### src/hdl/caf_pkg.sv
`timescale 1ns / 1ps
`default_nettype none

package caf_pkg;

    localparam int OP_W   = 5;
    localparam int DATA_W = 16;
    localparam int BYTE_W = 8;

    localparam logic [OP_W-1:0] OP_ADD   = 5'd0;
    localparam logic [OP_W-1:0] OP_ADC   = 5'd1;
    localparam logic [OP_W-1:0] OP_SUB   = 5'd2;
    localparam logic [OP_W-1:0] OP_SBC   = 5'd3;
    localparam logic [OP_W-1:0] OP_AND   = 5'd4;
    localparam logic [OP_W-1:0] OP_OR    = 5'd5;
    localparam logic [OP_W-1:0] OP_XOR   = 5'd6;
    localparam logic [OP_W-1:0] OP_CP    = 5'd7;
    localparam logic [OP_W-1:0] OP_INC   = 5'd8;
    localparam logic [OP_W-1:0] OP_DEC   = 5'd9;
    localparam logic [OP_W-1:0] OP_SWAP  = 5'd10;
    localparam logic [OP_W-1:0] OP_DAA   = 5'd11;
    localparam logic [OP_W-1:0] OP_RLC   = 5'd12;
    localparam logic [OP_W-1:0] OP_RL    = 5'd13;
    localparam logic [OP_W-1:0] OP_RRC   = 5'd14;
    localparam logic [OP_W-1:0] OP_RR    = 5'd15;
    localparam logic [OP_W-1:0] OP_ADD16 = 5'd16;
    localparam logic [OP_W-1:0] OP_CPL   = 5'd17;
    localparam logic [OP_W-1:0] OP_CCF   = 5'd18;
    localparam logic [OP_W-1:0] OP_SCF   = 5'd19;

    localparam logic [BYTE_W-1:0] DAA_HI_ADJ = 8'h60;
    localparam logic [BYTE_W-1:0] DAA_LO_ADJ = 8'h06;
    localparam logic [BYTE_W-1:0] DAA_LIMIT  = 8'h99;
    localparam logic [3:0]        NIBBLE_MAX = 4'h9;

    typedef struct packed {
        logic z;
        logic n;
        logic h;
        logic c;
    } flags_t;

endpackage

`default_nettype wire

### src/hdl/caf_alu_core.sv
`timescale 1ns / 1ps
`default_nettype none

module caf_alu_core
(
    input  wire logic [caf_pkg::OP_W-1:0]   opcode,
    input  wire logic [caf_pkg::DATA_W-1:0] operand_a,
    input  wire logic [caf_pkg::DATA_W-1:0] operand_b,
    input  wire caf_pkg::flags_t            flags_in,
    output logic [caf_pkg::DATA_W-1:0]      result_value,
    output caf_pkg::flags_t                 flags_next
);

    logic [7:0]  a8;
    logic [7:0]  b8;
    logic        cin_arith;
    logic [8:0]  add9;
    logic [4:0]  add_half;
    logic [8:0]  sub9;
    logic [4:0]  sub_half;
    logic [7:0]  daa_tmp;
    logic [7:0]  daa_val;
    logic        daa_c;
    logic [16:0] add17;
    logic [12:0] add_half16;
    logic [7:0]  r8;

    assign a8 = operand_a[7:0];
    assign b8 = operand_b[7:0];
    assign cin_arith = flags_in.c & ((opcode == caf_pkg::OP_ADC) || (opcode == caf_pkg::OP_SBC));

    assign add9     = {1'b0, a8} + {1'b0, b8} + {8'd0, cin_arith};
    assign add_half = {1'b0, a8[3:0]} + {1'b0, b8[3:0]} + {4'd0, cin_arith};
    assign sub9     = {1'b0, a8} - {1'b0, b8} - {8'd0, cin_arith};
    assign sub_half = {1'b0, a8[3:0]} - {1'b0, b8[3:0]} - {4'd0, cin_arith};

    assign add17      = {1'b0, operand_a} + {1'b0, operand_b};
    assign add_half16 = {1'b0, operand_a[11:0]} + {1'b0, operand_b[11:0]};

    always_comb
    begin
        daa_c   = flags_in.c;
        daa_tmp = a8;
        daa_val = a8;
        if (!flags_in.n)
        begin
            if (flags_in.c || (a8 > caf_pkg::DAA_LIMIT))
            begin
                daa_tmp = a8 + caf_pkg::DAA_HI_ADJ;
                daa_c   = 1'b1;
            end
            if (flags_in.h || (a8[3:0] > caf_pkg::NIBBLE_MAX))
                daa_val = daa_tmp + caf_pkg::DAA_LO_ADJ;
            else
                daa_val = daa_tmp;
        end
        else
        begin
            if (flags_in.c)
                daa_tmp = a8 - caf_pkg::DAA_HI_ADJ;
            if (flags_in.h)
                daa_val = daa_tmp - caf_pkg::DAA_LO_ADJ;
            else
                daa_val = daa_tmp;
        end
    end

    always_comb
    begin
        r8           = a8;
        flags_next   = flags_in;
        result_value = {8'd0, a8};
        case (opcode)
            caf_pkg::OP_ADD, caf_pkg::OP_ADC:
            begin
                r8         = add9[7:0];
                flags_next = '{z: (add9[7:0] == 8'd0), n: 1'b0, h: add_half[4], c: add9[8]};
            end
            caf_pkg::OP_SUB, caf_pkg::OP_SBC:
            begin
                r8         = sub9[7:0];
                flags_next = '{z: (sub9[7:0] == 8'd0), n: 1'b1, h: sub_half[4], c: sub9[8]};
            end
            caf_pkg::OP_CP:
            begin
                flags_next = '{z: (sub9[7:0] == 8'd0), n: 1'b1, h: sub_half[4], c: sub9[8]};
            end
            caf_pkg::OP_AND:
            begin
                r8         = a8 & b8;
                flags_next = '{z: ((a8 & b8) == 8'd0), n: 1'b0, h: 1'b1, c: 1'b0};
            end
            caf_pkg::OP_OR:
            begin
                r8         = a8 | b8;
                flags_next = '{z: ((a8 | b8) == 8'd0), n: 1'b0, h: 1'b0, c: 1'b0};
            end
            caf_pkg::OP_XOR:
            begin
                r8         = a8 ^ b8;
                flags_next = '{z: ((a8 ^ b8) == 8'd0), n: 1'b0, h: 1'b0, c: 1'b0};
            end
            caf_pkg::OP_INC:
            begin
                r8         = a8 + 8'd1;
                flags_next = '{z: (a8 == 8'hff), n: 1'b0, h: (a8[3:0] == 4'hf), c: flags_in.c};
            end
            caf_pkg::OP_DEC:
            begin
                r8         = a8 - 8'd1;
                flags_next = '{z: (a8 == 8'h01), n: 1'b1, h: (a8[3:0] == 4'h0), c: flags_in.c};
            end
            caf_pkg::OP_SWAP:
            begin
                r8         = {a8[3:0], a8[7:4]};
                flags_next = '{z: (a8 == 8'd0), n: 1'b0, h: 1'b0, c: 1'b0};
            end
            caf_pkg::OP_DAA:
            begin
                r8         = daa_val;
                flags_next = '{z: (daa_val == 8'd0), n: flags_in.n, h: 1'b0, c: daa_c};
            end
            caf_pkg::OP_RLC:
            begin
                r8         = {a8[6:0], a8[7]};
                flags_next = '{z: (a8 == 8'd0), n: 1'b0, h: 1'b0, c: a8[7]};
            end
            caf_pkg::OP_RL:
            begin
                r8         = {a8[6:0], flags_in.c};
                flags_next = '{z: ({a8[6:0], flags_in.c} == 8'd0), n: 1'b0, h: 1'b0, c: a8[7]};
            end
            caf_pkg::OP_RRC:
            begin
                r8         = {a8[0], a8[7:1]};
                flags_next = '{z: (a8 == 8'd0), n: 1'b0, h: 1'b0, c: a8[0]};
            end
            caf_pkg::OP_RR:
            begin
                r8         = {flags_in.c, a8[7:1]};
                flags_next = '{z: ({flags_in.c, a8[7:1]} == 8'd0), n: 1'b0, h: 1'b0, c: a8[0]};
            end
            caf_pkg::OP_CPL:
            begin
                r8         = ~a8;
                flags_next = '{z: flags_in.z, n: 1'b1, h: 1'b1, c: flags_in.c};
            end
            caf_pkg::OP_CCF:
            begin
                flags_next = '{z: flags_in.z, n: 1'b0, h: 1'b0, c: ~flags_in.c};
            end
            caf_pkg::OP_SCF:
            begin
                flags_next = '{z: flags_in.z, n: 1'b0, h: 1'b0, c: 1'b1};
            end
            default:
            begin
                r8         = a8;
                flags_next = flags_in;
            end
        endcase
        if (opcode == caf_pkg::OP_ADD16)
        begin
            result_value = add17[15:0];
            flags_next   = '{z: flags_in.z, n: 1'b0, h: add_half16[12], c: add17[16]};
        end
        else
            result_value = {8'd0, r8};
    end

endmodule

`default_nettype wire

### src/hdl/cpu_alu_with_flags_top.sv
// 8-bit ALU with a 16-bit add and a Z/N/H/C flag register, one request per
// cycle. A request is captured in an input register, evaluated in one pass of
// combinational logic against the current flags, and written with its new
// flags to the result register once that register is free, so rsp_valid
// rises as the request reaches the result register. Throughput is one
// request per cycle while rsp_stall is low. The flag register updates as each
// request moves to the result register, so the next request always sees the
// flags of the one before it. Flags reset to zero.
`timescale 1ns / 1ps
`default_nettype none

module cpu_alu_with_flags_top
(
    input  wire logic                          clk,
    input  wire logic                          rst_n,
    input  wire logic                          req_valid,
    output logic                               req_stall,
    input  wire logic [caf_pkg::OP_W-1:0]      opcode,
    input  wire logic [caf_pkg::DATA_W-1:0]    operand_a,
    input  wire logic [caf_pkg::DATA_W-1:0]    operand_b,
    output logic                               rsp_valid,
    input  wire logic                          rsp_stall,
    output logic [caf_pkg::DATA_W-1:0]         result_value,
    output logic [3:0]                         flags_out
);

    logic                        s1_vld_reg;
    logic [caf_pkg::OP_W-1:0]    s1_op_reg;
    logic [caf_pkg::DATA_W-1:0]  s1_a_reg;
    logic [caf_pkg::DATA_W-1:0]  s1_b_reg;
    logic                        out_vld_reg;
    logic [caf_pkg::DATA_W-1:0]  res_reg;
    caf_pkg::flags_t             flag_reg;
    caf_pkg::flags_t             flag_next;
    logic [caf_pkg::DATA_W-1:0]  res_next;
    logic                        s1_adv;
    logic                        req_take;

    assign s1_adv    = s1_vld_reg && (!out_vld_reg || !rsp_stall);
    assign req_stall = s1_vld_reg && !s1_adv;
    assign req_take  = req_valid && !req_stall;

    caf_alu_core u_core
    (
        .opcode       (s1_op_reg),
        .operand_a    (s1_a_reg),
        .operand_b    (s1_b_reg),
        .flags_in     (flag_reg),
        .result_value (res_next),
        .flags_next   (flag_next)
    );

    // hold the request until the result register frees up
    always_ff @(posedge clk or negedge rst_n)
    begin
        if (!rst_n)
            s1_vld_reg <= 1'b0;
        else if (req_take)
            s1_vld_reg <= 1'b1;
        else if (s1_adv)
            s1_vld_reg <= 1'b0;
    end

    always_ff @(posedge clk)
    begin
        if (req_take)
        begin
            s1_op_reg <= opcode;
            s1_a_reg  <= operand_a;
            s1_b_reg  <= operand_b;
        end
    end

    always_ff @(posedge clk or negedge rst_n)
    begin
        if (!rst_n)
        begin
            out_vld_reg <= 1'b0;
            flag_reg    <= '0;
        end
        else
        begin
            if (s1_adv)
            begin
                out_vld_reg <= 1'b1;
                flag_reg    <= flag_next;
            end
            else if (!rsp_stall)
                out_vld_reg <= 1'b0;
        end
    end

    always_ff @(posedge clk)
    begin
        if (s1_adv)
            res_reg <= res_next;
    end

    assign rsp_valid    = out_vld_reg;
    assign result_value = res_reg;
    assign flags_out    = flag_reg;

    a_stall_needs_pending : assert property (@(posedge clk) disable iff (!rst_n)
        req_stall |-> s1_vld_reg)
        else $error("input stalled with no request pending");

    a_adv_loads_output : assert property (@(posedge clk) disable iff (!rst_n)
        s1_adv |=> out_vld_reg)
        else $error("advanced request did not reach the result register");

    a_blocked_holds : assert property (@(posedge clk) disable iff (!rst_n)
        (s1_vld_reg && !s1_adv) |=> (s1_vld_reg && $stable(s1_op_reg) && $stable(s1_a_reg)))
        else $error("blocked request lost or changed");

    a_flags_track : assert property (@(posedge clk) disable iff (!rst_n)
        (out_vld_reg && rsp_stall) |=> $stable(flag_reg))
        else $error("flags changed while result stalled");

endmodule

`default_nettype wire
### config.mk
export PLATFORM = sky130hd
export DESIGN_NAME = cpu_alu_with_flags_top
export DESIGN_NICKNAME = d
export VERILOG_FILES = /design/src/hdl/caf_pkg.sv /design/src/hdl/caf_alu_core.sv /design/src/hdl/cpu_alu_with_flags_top.sv
export SDC_FILE = /design/constraint.sdc
export NUM_CORES = 1
export LEC_CHECK = 0
export BUFFER_PORTS_ARGS = -buffer_cell sky130_fd_sc_hd__buf_2
export CAP_MARGIN = 25
export CORE_ASPECT_RATIO = 1.1
export CORE_MARGIN = 2
export CORE_UTILIZATION = 50
export DETAILED_ROUTE_END_ITERATION = 6
export PLACE_DENSITY_LB_ADDON = 0.3
export SKIP_CTS_REPAIR_TIMING = 1
export SLEW_MARGIN = 25
export SYNTH_ARGS = -nofsm -noshare
export SYNTH_HDL_FRONTEND = slang
export SYNTH_SLANG_ARGS = --single-unit
### constraint.sdc
create_clock -name clk -period 7.95 [get_ports clk]
set_clock_uncertainty 0.05 [all_clocks]
set_input_delay 0.795 -clock clk [delete_from_list [all_inputs] [get_ports clk]]
set_output_delay 0.795 -clock clk [all_outputs]
set_load 0.02 [all_outputs]
==> results.tsv <==
metric	value	unit
fillCellCount	965	
synth_top_family_by_area	compound AO/OA/AOI/OAI gates	
cts_buffers	9	
setup_tns	0	ns
first_pass_iters	5	
path_cells	inv_2 -> or3_4 -> nand3b_1 -> inv_1 -> fa_1 -> ha_1 -> o21ai_0 -> nand2_1 -> xor2_1 -> or4_1 -> nor4_1 -> a21oi_1 -> a211oi_2	
leakage	2.41	nW
synth-edff-count	53	
yosysMostFrequentCell	edfxtp_1	
fmax	249	MHz
yosys.area.top_type	edfxtp_1	
clk_latency	0.34	ns
dpl_cell_area	5760	µm²
synth_area	5420	µm²
rsz0062_at_grt	no	
timing.final.max_slew_violations	0	
critPathCaptureType	flop	
start_util	51.7	%
synth-xor-area-share	6.78	%
seq_area	1740	µm²
ys_top_cells_by_count	edfxtp_1, nand2_1, ha_1, nor2_1, o21ai_0	
muxShareOfSynthArea	0.923	%
min_path_type	input port to async pin	
max_slew_margin	37.4	%
cts_tree	done	
numClockSinks	59	
dieWidth	103	µm
multi_input_area	3380	µm²
synthCells	606	
coreArea	10500	µm²
crit_fanout	15	
drive_above_1_share	14.5	%
die_h	113	µm
grt_pass1_vias	4881	
io_pins	63	
ant_nets	0	
grt_util_all_layers	32.2	%
clkSlewWorstSetupHoldPaths	0.06	ns
syn_nets	699	
route.vias.total	5116	
powerDensity	190	nW/µm²
dieArea	11700	µm²
grt_pass1_wl	27.9	mm
crit_slowest_cell	edfxtp_1	
seq_area_frac_synth	32.1	%
overflow	0	
final_core_util	57.8	%
syn_avg_cell_area	8.95	µm²
io_buffer_count	62	
drv_cap	0	
setup_viol	0	
ys_types	77	
yosys_register_bits	59	
critPathMaxStageDelay	0.64	ns
finalHoldViolations	0	
synth_ff_type	edfxtp_1	
drc	0	
synth_compound_gate_area_share	22.5	%
place_congestion	0.995	
synth_area_leaders	edfxtp_1, ha_1, xnor2_1	
yosys_warnings	0	
tightest_slew	0.939	ns
synthArstFlopShare	10.2	%
peakVddDrop	146	µV
post_drt_wl_per_cell	22.8	µm
h-tree-depth	3	
post-route-min-period	4.01	ns
ctsRootBufferMaster	clkbuf_16	
grt_max_degree	38	
antenna_found_initial	0	
nets	736	
cp_data_arrival_time	4.22	ns
synth_top_area_share	29.3	%
outcome	finished clean	
critical_path_class	flop to flop	
dp_hpwl	13.5	mm
via_per_inst	6.47	
diodes	0	
synth_adder_area_share	12.7	%
yosys.area_share.simple	19.4	%
wirelength	18.0	mm
area_growth	11.9	%
row_count	39	
clock_path_buffers	2	
stdcell_area	6070	µm²
cp-start-kind	flop	
fin_crit_sh	50.5	%
critPathRequiredTime	8.15	ns
first_iter_violations	631	
-- metal layers --
| metal | wire length, µm | vias to the layer above | GRT usage (%) |
|---|---|---|---|
| met4 | 573 | 0 | 13.3 |
| met3 | 1310 | 42 | 4.20 |
| li1 | - | 2342 | - |
| met1 | 7720 | 2441 | 45.4 |
| met5 | 0 | - | 0 |
| met2 | 8430 | 291 | 49.5 |
-- where the power goes --
| part | leakage [nW] | internal, mW | switching, mW |
|---|---|---|---|
| sequential | 0.585 | 0.370 | 0.0436 |
| combinational | 1.68 | 0.136 | 0.215 |
| clock | 0.143 | 0.241 | 0.146 |
-- worst paths after layout --
| kind | depth (start not counted) | end | slack (ns) | start |
|---|---|---|---|---|
| min in group clk | 1 | rsp_valid | 0.47 | s1_vld_reg |
| min reg2reg | 1 | rsp_valid | 0.47 | s1_vld_reg |
| max | 13 | flags_out[3] | 3.94 | s1_op_reg[0] |
| max in group asynchronous | 1 | flags_out[3] | 7.48 | rst_n |
| min | 1 | rsp_valid | 0.22 | rst_n |
| max reg2reg | 13 | flags_out[3] | 3.94 | s1_op_reg[0] |
-- final cells by class --
class / instances / area share [%]
flip-flops and latches: 59 / 28.7
clock inverters: 7 / 1.13
well taps: 143 / 2.95
inverters: 36 / 2.23
clock buffers: 9 / 3.71
multi-input cells: 472 / 55.7
repair buffers: 65 / 5.61
-- layout by cell type, fill, tap and decap left out, drive strengths merged, types with 4 or more instances in the layout --
| master | instances |
|---|---|
| a31oi | 9 |
| xnor2 | 24 |
| a22o | 4 |
| nor3 | 13 |
| a21o | 7 |
| nor3b | 6 |
| nor2 | 39 |
| mux2i | 5 |
| o21a | 5 |
| ha | 47 |
| inv | 36 |
| fa | 5 |
| a22oi | 7 |
| nand4 | 10 |
| nand2b | 8 |
| buf | 65 |
| dfrtp | 6 |
| nor4 | 6 |
| nand3 | 26 |
| nand2 | 50 |
| clkinv | 5 |
| and2 | 9 |
| a21oi | 27 |
| a211oi | 7 |
| and3 | 7 |
| a221oi | 12 |
| o22ai | 10 |
| o211ai | 5 |
| or2 | 4 |
| edfxtp | 53 |
| nand3b | 4 |
| clkbuf | 9 |
| o21ai | 37 |
| xor2 | 18 |
| or3 | 6 |
| nor2b | 7 |
-- worst max-delay path, delay by kind of cell, from the launching register on --
kind	cells	cell delay, ns
buffers and inverters	2	0.27
adder cells (fa/ha/maj)	2	0.67
AO/OA/AOI/OAI	3	0.56
AND/OR/NAND/NOR	5	1.58
flip-flops	1	0.64
XOR/XNOR	1	0.16
-- cell families after synthesis --
| kind of cell | after synthesis |
|---|---|
| buffers and inverters | 75 |
| AO/OA/AOI/OAI | 170 |
| multiplexers | 5 |
| adder cells (fa/ha/maj) | 52 |
| XOR/XNOR | 42 |
| AND/OR/NAND/NOR | 203 |
| flip-flops | 59 |
-- per-stage QoR --
stage	power (mW)	setup slack, ns	hold WS, ns	std cells
after floorplan	0.655	4.58	0.414	606
after global placement	0.757	4.05	0.439	774
after detailed placement	0.759	4.00	0.450	774
after CTS	1.15	3.98	0.220	790
after global routing	1.21	3.71	0.231	791
final	1.15	3.94	0.217	791
(Power assumes the default switching activity.)
